## config.mk

```make
export PLATFORM = sky130hd
export DESIGN_NAME = imu_frame_parser
export DESIGN_NICKNAME = d
export VERILOG_FILES = /design/src/imufp_pkg.sv /design/src/imufp_scale.sv /design/src/imu_frame_parser.sv
export SDC_FILE = /design/constraint.sdc
export NUM_CORES = 1
export LEC_CHECK = 0
export BUFFER_PORTS_ARGS = -buffer_cell sky130_fd_sc_hd__buf_4
export CORE_MARGIN = 2
export CORE_UTILIZATION = 58
export DETAILED_ROUTE_END_ITERATION = 8
export PLACE_DENSITY = 0.87
export RECOVER_POWER = 50
export SLEW_MARGIN = 5
export SYNTH_ARGS = -nofsm -noshare
export SYNTH_HDL_FRONTEND = slang
export SYNTH_SLANG_ARGS = --single-unit
```

## constraint.sdc

```tcl
create_clock -name aclk -period 6.2 [get_ports aclk]
set_input_delay 0.93 -clock aclk [delete_from_list [all_inputs] [get_ports aclk]]
set_output_delay 0.93 -clock aclk [all_outputs]
set_load 0.005 [all_outputs]
```

## src/imufp_pkg.sv

```systemverilog
`timescale 1ns / 1ps
// ---------------------------------------------------------------------------
// imufp_pkg
// Types and constants of the IMU frame parser.
// ---------------------------------------------------------------------------
package imufp_pkg;

    // Frame framing.
    localparam logic [7:0] HEADER_BYTE = 8'h5A;
    localparam logic [3:0] POS_IDLE    = 4'd0;
    localparam logic [3:0] POS_TYPE    = 4'd1;
    localparam logic [3:0] POS_LAST    = 4'd10;

    // Type bytes on the wire.
    localparam logic [7:0] TYPE_ACCEL = 8'hCC;
    localparam logic [7:0] TYPE_GYRO  = 8'hAA;
    localparam logic [7:0] TYPE_ANGLE = 8'hBB;
    localparam logic [7:0] TYPE_QUAT  = 8'hDD;

    // Result kind codes.
    localparam logic [1:0] KIND_ACCEL = 2'd0;
    localparam logic [1:0] KIND_GYRO  = 2'd1;
    localparam logic [1:0] KIND_ANGLE = 2'd2;
    localparam logic [1:0] KIND_QUAT  = 2'd3;

    // Full-scale factors, as small signed constants.
    localparam logic signed [11:0] SCALE_ACCEL = 12'sd16;
    localparam logic signed [11:0] SCALE_GYRO  = 12'sd2000;
    localparam logic signed [11:0] SCALE_ANGLE = 12'sd180;
    localparam logic signed [11:0] SCALE_QUAT  = 12'sd1;

    // Field widths.
    localparam int RAW_W   = 16;
    localparam int VALUE_W = 27;

    // Decoded type byte.
    typedef struct packed {
        logic       known;
        logic [1:0] kind;
    } kind_info_t;

endpackage

```

## src/imufp_scale.sv

```systemverilog
`timescale 1ns / 1ps
// ---------------------------------------------------------------------------
// imufp_scale
// Decodes the frame type and scales the raw values to signed fixed point with 15 fractional bits.
// ---------------------------------------------------------------------------
module imufp_scale (
    input  logic [7:0]                      type_byte,
    input  logic signed [15:0]              raw_x,
    input  logic signed [15:0]              raw_y,
    input  logic signed [15:0]              raw_z,
    input  logic signed [15:0]              raw_w,
    output imufp_pkg::kind_info_t           info,
    output logic signed [26:0]              value_x,
    output logic signed [26:0]              value_y,
    output logic signed [26:0]              value_z,
    output logic signed [15:0]              value_w
);
    import imufp_pkg::*;

    logic signed [11:0] scale;

    // raw / 32768 * scale with 15 fractional bits is just raw * scale.
    function automatic logic signed [VALUE_W-1:0] scale_raw(
        input logic signed [RAW_W-1:0] raw,
        input logic signed [11:0]      factor
    );
        logic signed [RAW_W+11:0] prod;
        prod = raw * factor;
        return prod[VALUE_W-1:0];
    endfunction

    // Map the type byte to a kind code and its scale factor.
    always_comb begin
        info.known = 1'b1;
        info.kind  = KIND_ACCEL;
        scale      = SCALE_ACCEL;
        case (type_byte)
            TYPE_ACCEL: begin
                info.kind = KIND_ACCEL;
                scale     = SCALE_ACCEL;
            end
            TYPE_GYRO: begin
                info.kind = KIND_GYRO;
                scale     = SCALE_GYRO;
            end
            TYPE_ANGLE: begin
                info.kind = KIND_ANGLE;
                scale     = SCALE_ANGLE;
            end
            TYPE_QUAT: begin
                info.kind = KIND_QUAT;
                scale     = SCALE_QUAT;
            end
            default: begin
                info.known = 1'b0;
            end
        endcase
    end

    // One small multiplier per axis; the fourth value passes only for quaternions.
    assign value_x = scale_raw(raw_x, scale);
    assign value_y = scale_raw(raw_y, scale);
    assign value_z = scale_raw(raw_z, scale);
    assign value_w = (info.kind == KIND_QUAT) ? raw_w : '0;

endmodule

```

## src/imu_frame_parser.sv

```systemverilog
`timescale 1ns / 1ps
// ---------------------------------------------------------------------------
// imu_frame_parser
// Byte-serial parser for 11-byte IMU frames with an 8-bit sum checksum.
// ---------------------------------------------------------------------------
// Usage:
//   The slave channel takes one received serial byte per word in s_tdata.
//   Bytes before a 0x5A header are dropped; after the header ten more bytes
//   form the frame. A frame whose checksum matches and whose type is known
//   gives one word on the master channel: the kind in m_tuser and the
//   scaled values in m_tdata. Bad or unknown frames give nothing.
//   Throughput: one byte per cycle except while a checksum byte is held off, set by
//   the position counter and the running sum, which update in the cycle a byte is taken.
//   Latency: the result is valid the cycle after the checksum byte is taken;
//   the scaling multipliers sit between the value registers and the result
//   register.
//   Stalls: while a result waits in the output register, data bytes are
//   still taken; only the next checksum byte is held off (s_tready low)
//   until the waiting result has been taken.
//   Reset: aresetn low returns the parser to header search and empties the
//   output register.
// ---------------------------------------------------------------------------
module imu_frame_parser (
    input  logic          aclk,
    input  logic          aresetn,
    input  logic          s_tvalid,
    output logic          s_tready,
    input  logic [7:0]    s_tdata,   // [7:0] rx_byte
    output logic          m_tvalid,
    input  logic          m_tready,
    output logic [103:0]  m_tdata,   // [26:0] value_x, [53:27] value_y,
                                     // [80:54] value_z, [96:81] value_w, zero fill
    output logic [1:0]    m_tuser    // [1:0] frame_kind
);
    import imufp_pkg::*;

    // Parser state.
    logic [3:0]             pos_reg, pos_next;
    logic [7:0]             sum_reg, sum_next;
    logic [7:0]             type_reg, type_next;
    logic [7:0]             low_reg, low_next;
    logic [RAW_W-1:0]       raw_values_reg [4];

    // Output register.
    logic                   m_valid_reg, m_valid_next;
    logic [1:0]             kind_reg;
    logic signed [26:0]     x_reg, y_reg, z_reg;
    logic signed [15:0]     w_reg;

    logic                   s_accept;
    logic                   load;
    logic                   raw_write;
    logic [3:0]             pos_m3;
    logic [1:0]             raw_idx;

    kind_info_t             info;
    logic signed [26:0]     sc_x, sc_y, sc_z;
    logic signed [15:0]     sc_w;

    // A checksum byte is held only while the previous result still waits.
    assign s_tready = (pos_reg != POS_LAST) || !m_valid_reg;
    assign s_accept = s_tvalid && s_tready;

    // Which raw value an odd data byte completes.
    assign pos_m3    = pos_reg - 4'd3;
    assign raw_idx   = pos_m3[2:1];
    assign raw_write = s_accept && pos_reg[0] && (pos_reg != POS_TYPE) && (pos_reg < POS_LAST);

    // Frame sequencing and running checksum.
    always_comb begin
        pos_next  = pos_reg;
        sum_next  = sum_reg;
        type_next = type_reg;
        low_next  = low_reg;
        load      = 1'b0;
        if (s_accept) begin
            if (pos_reg == POS_IDLE) begin
                if (s_tdata == HEADER_BYTE) begin
                    sum_next = s_tdata;
                    pos_next = POS_TYPE;
                end
            end else if (pos_reg < POS_LAST) begin
                if (pos_reg == POS_TYPE) begin
                    type_next = s_tdata;
                end else if (!pos_reg[0]) begin
                    low_next = s_tdata;
                end
                sum_next = sum_reg + s_tdata;
                pos_next = pos_reg + 4'd1;
            end else begin
                pos_next = POS_IDLE;
                load     = (s_tdata == sum_reg) && info.known;
            end
        end
    end

    // The output word empties when taken and fills on a good frame.
    always_comb begin
        m_valid_next = m_valid_reg;
        if (m_tready) begin
            m_valid_next = 1'b0;
        end
        if (load) begin
            m_valid_next = 1'b1;
        end
    end

    // Control registers.
    always_ff @(posedge aclk) begin
        if (!aresetn) begin
            pos_reg     <= POS_IDLE;
            sum_reg     <= '0;
            type_reg    <= '0;
            low_reg     <= '0;
            m_valid_reg <= 1'b0;
        end else begin
            pos_reg     <= pos_next;
            sum_reg     <= sum_next;
            type_reg    <= type_next;
            low_reg     <= low_next;
            m_valid_reg <= m_valid_next;
        end
    end

    // Raw value store: little-endian, high byte completes the entry.
    always_ff @(posedge aclk) begin
        if (raw_write) begin
            raw_values_reg[raw_idx] <= {s_tdata, low_reg};
        end
    end

    // Type decode and scaling.
    imufp_scale u_scale (
        .type_byte (type_reg),
        .raw_x     (raw_values_reg[0]),
        .raw_y     (raw_values_reg[1]),
        .raw_z     (raw_values_reg[2]),
        .raw_w     (raw_values_reg[3]),
        .info      (info),
        .value_x   (sc_x),
        .value_y   (sc_y),
        .value_z   (sc_z),
        .value_w   (sc_w)
    );

    // Result payload.
    always_ff @(posedge aclk) begin
        if (load) begin
            kind_reg <= info.kind;
            x_reg    <= sc_x;
            y_reg    <= sc_y;
            z_reg    <= sc_z;
            w_reg    <= sc_w;
        end
    end

    assign m_tvalid = m_valid_reg;
    assign m_tuser  = kind_reg;
    assign m_tdata  = {7'd0, w_reg, z_reg, y_reg, x_reg};

endmodule

```

==> results of run 1 <==
## worst paths after layout
kind                                   from    endpoint  slack [ns]
worst min register to register   sum_reg[1]  sum_reg[1]        0.51
worst max-delay path            type_reg[2]   y_reg[24]        0.10
worst min-delay path             sum_reg[1]  sum_reg[1]        0.51
worst max register to register  type_reg[2]   y_reg[24]        0.10
## power breakdown
| group | internal, mW | switching [mW] | total, mW |
|---|---|---|---|
| Clock | 0.602 | 0.628 | 1.23 |
| Sequential | 1.38 | 0.000702 | 1.38 |
| Combinational | 0.0101 | 0.0233 | 0.0334 |
| Total | 1.99 | 0.652 | 2.65 |
## through the flow
| stage | TNS [ns] | hold slack (ns) | instance area, um^2 | util (%) |
|---|---|---|---|---|
| after floorplan | 0 | 0.4578 | 23290 | - |
| after global placement | 0 | 0.4750 | 25100 | 63.33 |
| after detailed placement | -0.04991 | 0.4978 | 25100 | 63.33 |
| after CTS | 0 | 0.5100 | 25790 | 65.06 |
| after global routing | -0.7661 | 0.5353 | 25970 | 65.51 |
| final | 0 | 0.5084 | 25970 | 65.51 |
## tightest hold or removal path, cell delays in order (launching register included)
cell and delay (ns):
dfxtp_1 0.34, nand2_1 0.06, a21boi_0 0.06
## per-layer routing
| layer | GRT usage, % | vias up | routed length, um |
|---|---|---|---|
| li1 | - | 7080 | - |
| met1 | 30.74 | 7803 | 19340 |
| met2 | 44.32 | 485 | 25920 |
| met3 | 2.918 | 132 | 2497 |
| met4 | 9.239 | 0 | 1768 |
| met5 | 0 | - | 0 |
## layout make-up
cell class	instances	area (um^2)
inverters	599	2248
flip-flops and latches	192	5478
well taps	525	656.9
repair buffers	173	1364
fillers	2872	13670
multi-input cells	1372	15570
clock inverters	15	229.0
clock buffers	17	425.4
## what timing repair did
action                     in CTS  in global routing
gates cloned                    0                  1
pin swaps                       1                  6
setup buffers                   1                  0
setup endpoints to repair       4                 25
gates resized for setup         5                 42
## cells by family after synthesis
logic type | Yosys count | share of synthesized area, %
buffers and inverters | 640 | 10.46
AOI/OAI and AO/OA | 169 | 4.739
other | 1 | 0.01612
DFF | 192 | 23.54
xor gates and xnor gates | 84 | 3.292
muxes | 20 | 0.9413
adders and majority gates | 630 | 45.63
and+or+nand+nor | 462 | 11.38
## Yosys cell counts (4+ instances only)
cell type    n  area [um^2]
a211oi_1     9        67.56
a21o_1      22        165.2
a21oi_1     53        265.3
a31oi_1      5        31.28
and2_1     176         1101
and3_1      12        75.07
buf_4        8        60.06
clkbuf_1    31        116.4
dfxtp_1     29        580.6
edfxtp_1   163         4895
fa_1       364         7287
ha_1       266         3328
inv_1      599         2248
mux2i_1     17        170.2
nand2_1     71        266.5
nand2b_1    10        62.56
nand3_1     14        70.07
nand3b_1     4        30.03
nor2_1      42        157.7
nor2b_1     83        519.3
nor3_1      15        75.07
o21a_1      11        82.58
o21ai_0     26        130.1
o21ai_1      4        20.02
o21bai_1     7        52.55
o31ai_1      5        37.54
or2_2        5        31.28
or3_1        8        50.05
xnor2_1     66        578.1
xnor2_2      4        65.06
xor2_1      14        122.6
==> results.txt, run 1 <==
The max-slew violation count is 0. After detailed routing, the number of vias per cell comes to 5.358. TritonCTS created 17 clock buffers. The slowest stage of the critical path is the fa_1 cell.

The category of the worst setup path capture point is a flop. Dividing total power by cell area gives a power density of 101.9 nW/um^2. Including well taps, the total number of placed cells is 2859. The tools report the row count as 73.

For the final database, setup skew stands at 0.01533 ns. Data on the critical path arrives at its endpoint at 6.34 ns. The first global-routing pass estimated 81.16 mm of wire. The most common library cell in the layout ignoring fill and taps is inv_1.

The first TritonRoute pass finished after 9 iterations. For this block, the via count after detailed routing is 15500. Counting flops and latches in the post-synthesis netlist gives 192. TritonCTS built the clock tree. The clock period could shrink to 6.099 ns.

In this run the number of cells on the critical path is 22. The number of stages on the worst hold path was 2. Routability-driven placement finished with a final weighted congestion of 0.9190.

By instance count, the cell type seen most on the critical path is fa_1. The DRC violations left is 0, and the largest voltage drop on the vdd net is 0.2015 mV. The hold-fix buffer count after cts came out at 0.

The run gives 0 as the count of synthesis-stage warnings from yosys. Entering global routing, the biggest net connects 101 pins. The tools report the aggregate routed wire length as 49.53 mm.

Counting flops with an async set or reset pin after synthesis yields a share of 0%. The die is 204.3 um wide. By startpoint and endpoint, the worst setup path is classified as flop to flop.

The floorplan step defined a die boundary enclosing 41720 um^2. Summed over all layers, the global routing overflow is 0. Prior to clock tree synthesis, the placed netlist has a worst setup slack of -0.04488 ns.

Setup repair after global routing could not meet its margin everywhere. In this run the count of I/O pins placed on the die edge is 120. Global routing used 24.74% of the available tracks across all layers. Excluding fillers, the count of instances in the completed layout stands at 2893. The most common flop cell mapped by yosys is edfxtp_1. Sequential element share of the synthesized area: 23.54%. Counting both buffers and inverters, the worst setup path holds a total of 4.

The clock tree buffer depth was 2; the number of enable-type register cells in the synthesized netlist was 163. Counting every sink on the clock net gives 192. The via count of the first global-routing pass is 16820. Once detail routing completed, the nets flagged for antenna violations numbered 0. Timing-limited maximum frequency: 164.0 MHz. The relative slew slack is 13.28%. Synthesis produced a netlist whose cell count is 2198. The placed wire-length estimate is 39.05 mm. The initial antenna violation count came out at 0. The tools report the endpoint required time on the critical path as 6.44 ns. After layout, the worst setup slack is 0.1014 ns.

In the layout the commonest cells are inv_1, fa_1, ha_1, and2_1, edfxtp_1. Compared with the post-synthesis result, the final layout area differs by 11.63%. Max-cap violations in this run came to 0.

The number of endpoints with negative hold slack in the final report was 0; the count of cells along the worst register-to-register path was 22. The detailed router finished its first iteration with 1105 violations. At the end of the flow, the number of nets in the layout was 2997. Once the floorplan was initialized, standard cells occupied 58.68% of the core. The floorplan step defined a core boundary enclosing 39640 um^2.

On the worst path, the slowest cell contributes a delay of 0.57 ns. The final routed wire length divided by cell count was 17.12 um. Kind of start point of the critical path: a flop.

The tightest min-delay check is of the flop to flop type. Summed over all cells, the static leakage comes to 13.15 nW. Clock latency on the worst-skew pair, taken at its later pin, is 0.47 ns.

Cell class contributing the biggest share of worst-path delay: adder cells. Of all nets on the critical path, the largest fanout is 11. The share of the clock period used by the worst path works out to 98.36%. The cell area that synthesis handed to floorplanning was 23260 um^2. The completed layout was analyzed and its total power is 2.646 mW. The clock transition at the registers of the reported paths came out at 0.09 ns.

The cell sitting at the root of the clock tree is a clkbuf_16. The repair_antennas step left the layout with diodes totalling 0. The post-synthesis cell type count was 71; the number of flip-flops in the largest register was 64. The number of input and output port buffers inserted is 112, and the total number of H-tree levels is 4. Dividing the synthesized area by the synthesized cell count gives 10.58 um^2. At the pin with the least slew margin, the transition time is 1.296 ns.

Measured along the y axis, the die boundary spans 204.3 um. The run finished with clean final reports. The total of endpoints with negative setup slack in the final report was 0; the proportion of layout cells with a drive suffix above 1 was 10.77%. Traced cell by cell, the critical path runs through and4bb_4, and4_4, or2_4, buf_12, buf_4, and2_1, fa_1, fa_1, fa_1, fa_1, inv_1, fa_1, inv_1, ha_1, a21oi_2, nor3b_4, o31ai_4, nand3_2, nand3_2, a31o_1, a211oi_2, nor2_1.
Power figures use the tool's default switching activity.
==> inputs of run 2 (changes only) <==
--- a/config.mk
+++ b/config.mk
@@ -5,11 +5,12 @@
 export SDC_FILE = /design/constraint.sdc
 export NUM_CORES = 1
 export LEC_CHECK = 0
+export ABC_CLOCK_PERIOD_IN_PS = 6700
 export BUFFER_PORTS_ARGS = -buffer_cell sky130_fd_sc_hd__buf_4
 export CORE_MARGIN = 2
-export CORE_UTILIZATION = 58
+export CORE_UTILIZATION = 64
 export DETAILED_ROUTE_END_ITERATION = 8
-export PLACE_DENSITY = 0.87
+export PLACE_DENSITY = 0.91
 export RECOVER_POWER = 50
 export SLEW_MARGIN = 5
 export SYNTH_ARGS = -nofsm -noshare
==> constraint.sdc (replaced) <==
create_clock -name aclk -period 6.7 [get_ports aclk]
set_input_delay 1.005 -clock aclk [delete_from_list [all_inputs] [get_ports aclk]]
set_output_delay 1.005 -clock aclk [all_outputs]
set_load 0.005 [all_outputs]
==> results.txt, run 2 (synthesis gave the netlist of run 1 again) <==
The remaining global-route overflow was 0. In the global route stage, overall resource usage came out at 28.05%. The category of the worst setup path capture point was a flop. In this run, the number of DRC markers left after iteration 0 of detailed routing was 1142.

The clock reaches the later pin of the worst-skew pair after 0.46 ns. The tools report the total via count after detailed routing as 15530. The worst setup path is launched from a flop.

The tools report the setup TNS after final layout as 0 ns. The logs give 1.3% for the combinational group share of total power and 0 for the initial antenna violation count. The total number of H-tree levels is 4, and the largest voltage drop on the vdd net is 0.2073 mV. After routing the design area is 25180 um^2. The relative slew slack was 31.92%; the clock transition at the registers of the reported paths was 0.08 ns.

For this design the total switching power over the nets is 0.5314 mW. The die is 194.6 um tall. The final routed wire length divided by cell count works out to 18.03 um. The first TritonRoute pass finished after 8 iterations. Start point of the critical path: type_reg[6]. Post-CTS repair changed the size of 0 cells.

Dividing total power by cell area gives a power density of 93.85 nW/um^2. Final weighted congestion in routability-driven placement: 0.9283. Setup repair after global routing left no endpoint under its margin. The tools report the worst clock skew on the final layout as 0.01404 ns. The tools report the internal power component as 1.832 mW. Relative to the synthesized area, the layout overhead comes to 8.251%. In this run, the clock network consumes 44.6% of the power. The most critical setup path has its endpoint at x_reg[25]. The clock drives 192 sinks.

The worst register-to-register path ends at x_reg[25]. Number of endpoints with negative hold slack in the final report: 0. Number of nets still failing antenna checks after routing: 0. The tools report the leakage power summed over all cells as 12.75 nW. The final critical path takes up 94.99% of the cycle.

Based on the critical path, the design can be clocked at up to 157.1 MHz. Clock tree synthesis inserted a total of 17 buffers. The run gives 2780 as the number of non-filler instances in the completed layout. The most common library cell in the layout ignoring fill and taps was inv_1. In this run the worst hold path is classified as flop to flop. The flow ran to the end, and the final reports show no timing, DRC or antenna violations.

The die is 194.6 um wide. Entering global routing, the biggest net connects 73 pins. Setup violations remaining at the end of the flow were counted as 0.

The maximum fanout count along the critical path is 19. For this run, design rule violations remaining after detail routing come to 0. The die covers 37890 um^2. The post-route netlist has 7.288% of its cells at a drive strength greater than 1. Net switching is 22.49% of the power.

The count of cells along the worst register-to-register path is 21. Across the run, the number of max-cap violations was 0. The logs give 35660 um^2 for the core box area and 2748 for the total instance count after detailed placement. End-of-flow core utilization: 70.62%. The arrival time at the worst endpoint is 6.57 ns.

The run gives 0 as the max-slew violation count. The critical path's slowest cell was fa_1. The setup path with the least slack is of type flop to flop. In this design, the stage delay of the slowest critical-path cell is 0.58 ns. The run gives 0 as the antenna diode instance count. The worst register-to-register path begins at type_reg[6]. The placed wire-length estimate is 39.38 mm. TritonCTS built the clock tree. STA puts the critical path data required time at 6.90 ns. For this design, the CTS-stage hold fixing added 0 buffers. The clock root buffer master is clkbuf_16. For the finished layout, the period the worst path requires is 6.364 ns. The row count was 69; the global-route wire length before repair was 83.39 mm. The net count of the finished layout is 2948. The clock passes through at most 2 buffers. For flop-to-flop paths, the worst setup slack is 0.34 ns. Traced cell by cell, the critical path runs through and4bb_4, and3_1, or2_4, buf_4, and2_1, fa_1, fa_1, fa_1, fa_1, inv_1, fa_1, inv_1, ha_1, a21oi_1, nor2b_1, nor2_1, and2_1, nand3_1, a311oi_1, a21oi_1, xor2_1.

For this configuration, the core starts out at a cell density of 65.24%. Once the clock tree was built, the setup fixing pass inserted 0 buffers. Via count of the first global-routing pass: 17260. The register with the most flip-flops in the layout has 64 of them. Using the TritonRoute via totals, the vias-per-cell ratio works out to 5.587. In this design, the critical path's most frequently occurring cell is fa_1.

Input and output buffers added on the ports amount to 112. In the layout the commonest cells are inv_1, fa_1, ha_1, edfxtp_1, and2_1. The portion of total power attributed to sequential cells is 54.1%, and the aggregate routed wire length is 50.11 mm. After detailed placement, the total cell area comes to 24630 um^2. For the pin with the worst max-slew slack, the measured transition is 1.021 ns.

For this design the top-level I/O count stands at 120.
-- run 2: cell types whose count changed in the layout (fill, tap and decap cells not counted), moves of 5 or more --
cell	delta
buf_4	-145
clkbuf_4	+92
and2_0	+25
and2_1	-23
clkbuf_1	+13
clkinv_8	-5
-- run 2: cell type report --
class	count	area, um^2
tap	461	576.8
fill	2396	10480
sequential	192	5475
inverter	599	2248
clock inverter	9	85.08
clock buffer	23	500.5
timing repair buffer	124	879.6
multi-input combinational	1372	15410
-- run 2: through the flow --
stage | setup WS [ns] | power [mW] | hold WS, ns
after floorplan | 0.03625 | 1.324 | 0.4578
after global placement | 0.4838 | 1.338 | 0.4762
after detailed placement | 0.1623 | 1.339 | 0.4960
after CTS | 0.07878 | 2.371 | 0.5141
after global routing | 0.04466 | 2.406 | 0.5283
final | 0.3357 | 2.363 | 0.5125
-- run 2: worst max-delay path: cells and delay by family, from the launching register on --
family | cells | cell delay (ns)
fa+ha+maj | 6 | 2.85
simple gates | 8 | 1.54
compound gates | 3 | 0.86
flops | 1 | 0.36
buf+inv | 3 | 0.31
xor+xnor | 1 | 0.16
-- run 2: how the worst min path moves through the flow --
stage	from	endpoint	slack, ns	cells past startpoint
final	sum_reg[2]	sum_reg[2]	0.51	1
after CTS	sum_reg[1]	sum_reg[1]	0.51	2
after floorplan	sum_reg[1]	sum_reg[1]	0.46	2
after detailed placement	sum_reg[2]	sum_reg[2]	0.50	1
after global routing	sum_reg[1]	sum_reg[1]	0.53	2
after global placement	sum_reg[1]	sum_reg[1]	0.48	2
-- run 2: power groups by stage --
stage	clock network [mW]	logic (mW)	registers, mW
6_report	1.05	0.0305	1.28
3_5_place_dp	0	0.0320	1.31
2_1_floorplan	0	0.0172	1.31
3_3_place_gp	0	0.0310	1.31
4_1_cts	1.06	0.0320	1.28
5_1_grt	1.09	0.0326	1.28
-- run 2: routing by layer --
metal	part of all wire, %	global-route usage [%]	wire length, um	vias up
li1	-	-	-	6974
met1	38	33.11	18890	7785
met2	52	50.23	26070	589
met3	5.6	4.321	2794	183
met4	4.7	13.45	2359	0
met5	0	0	0	-
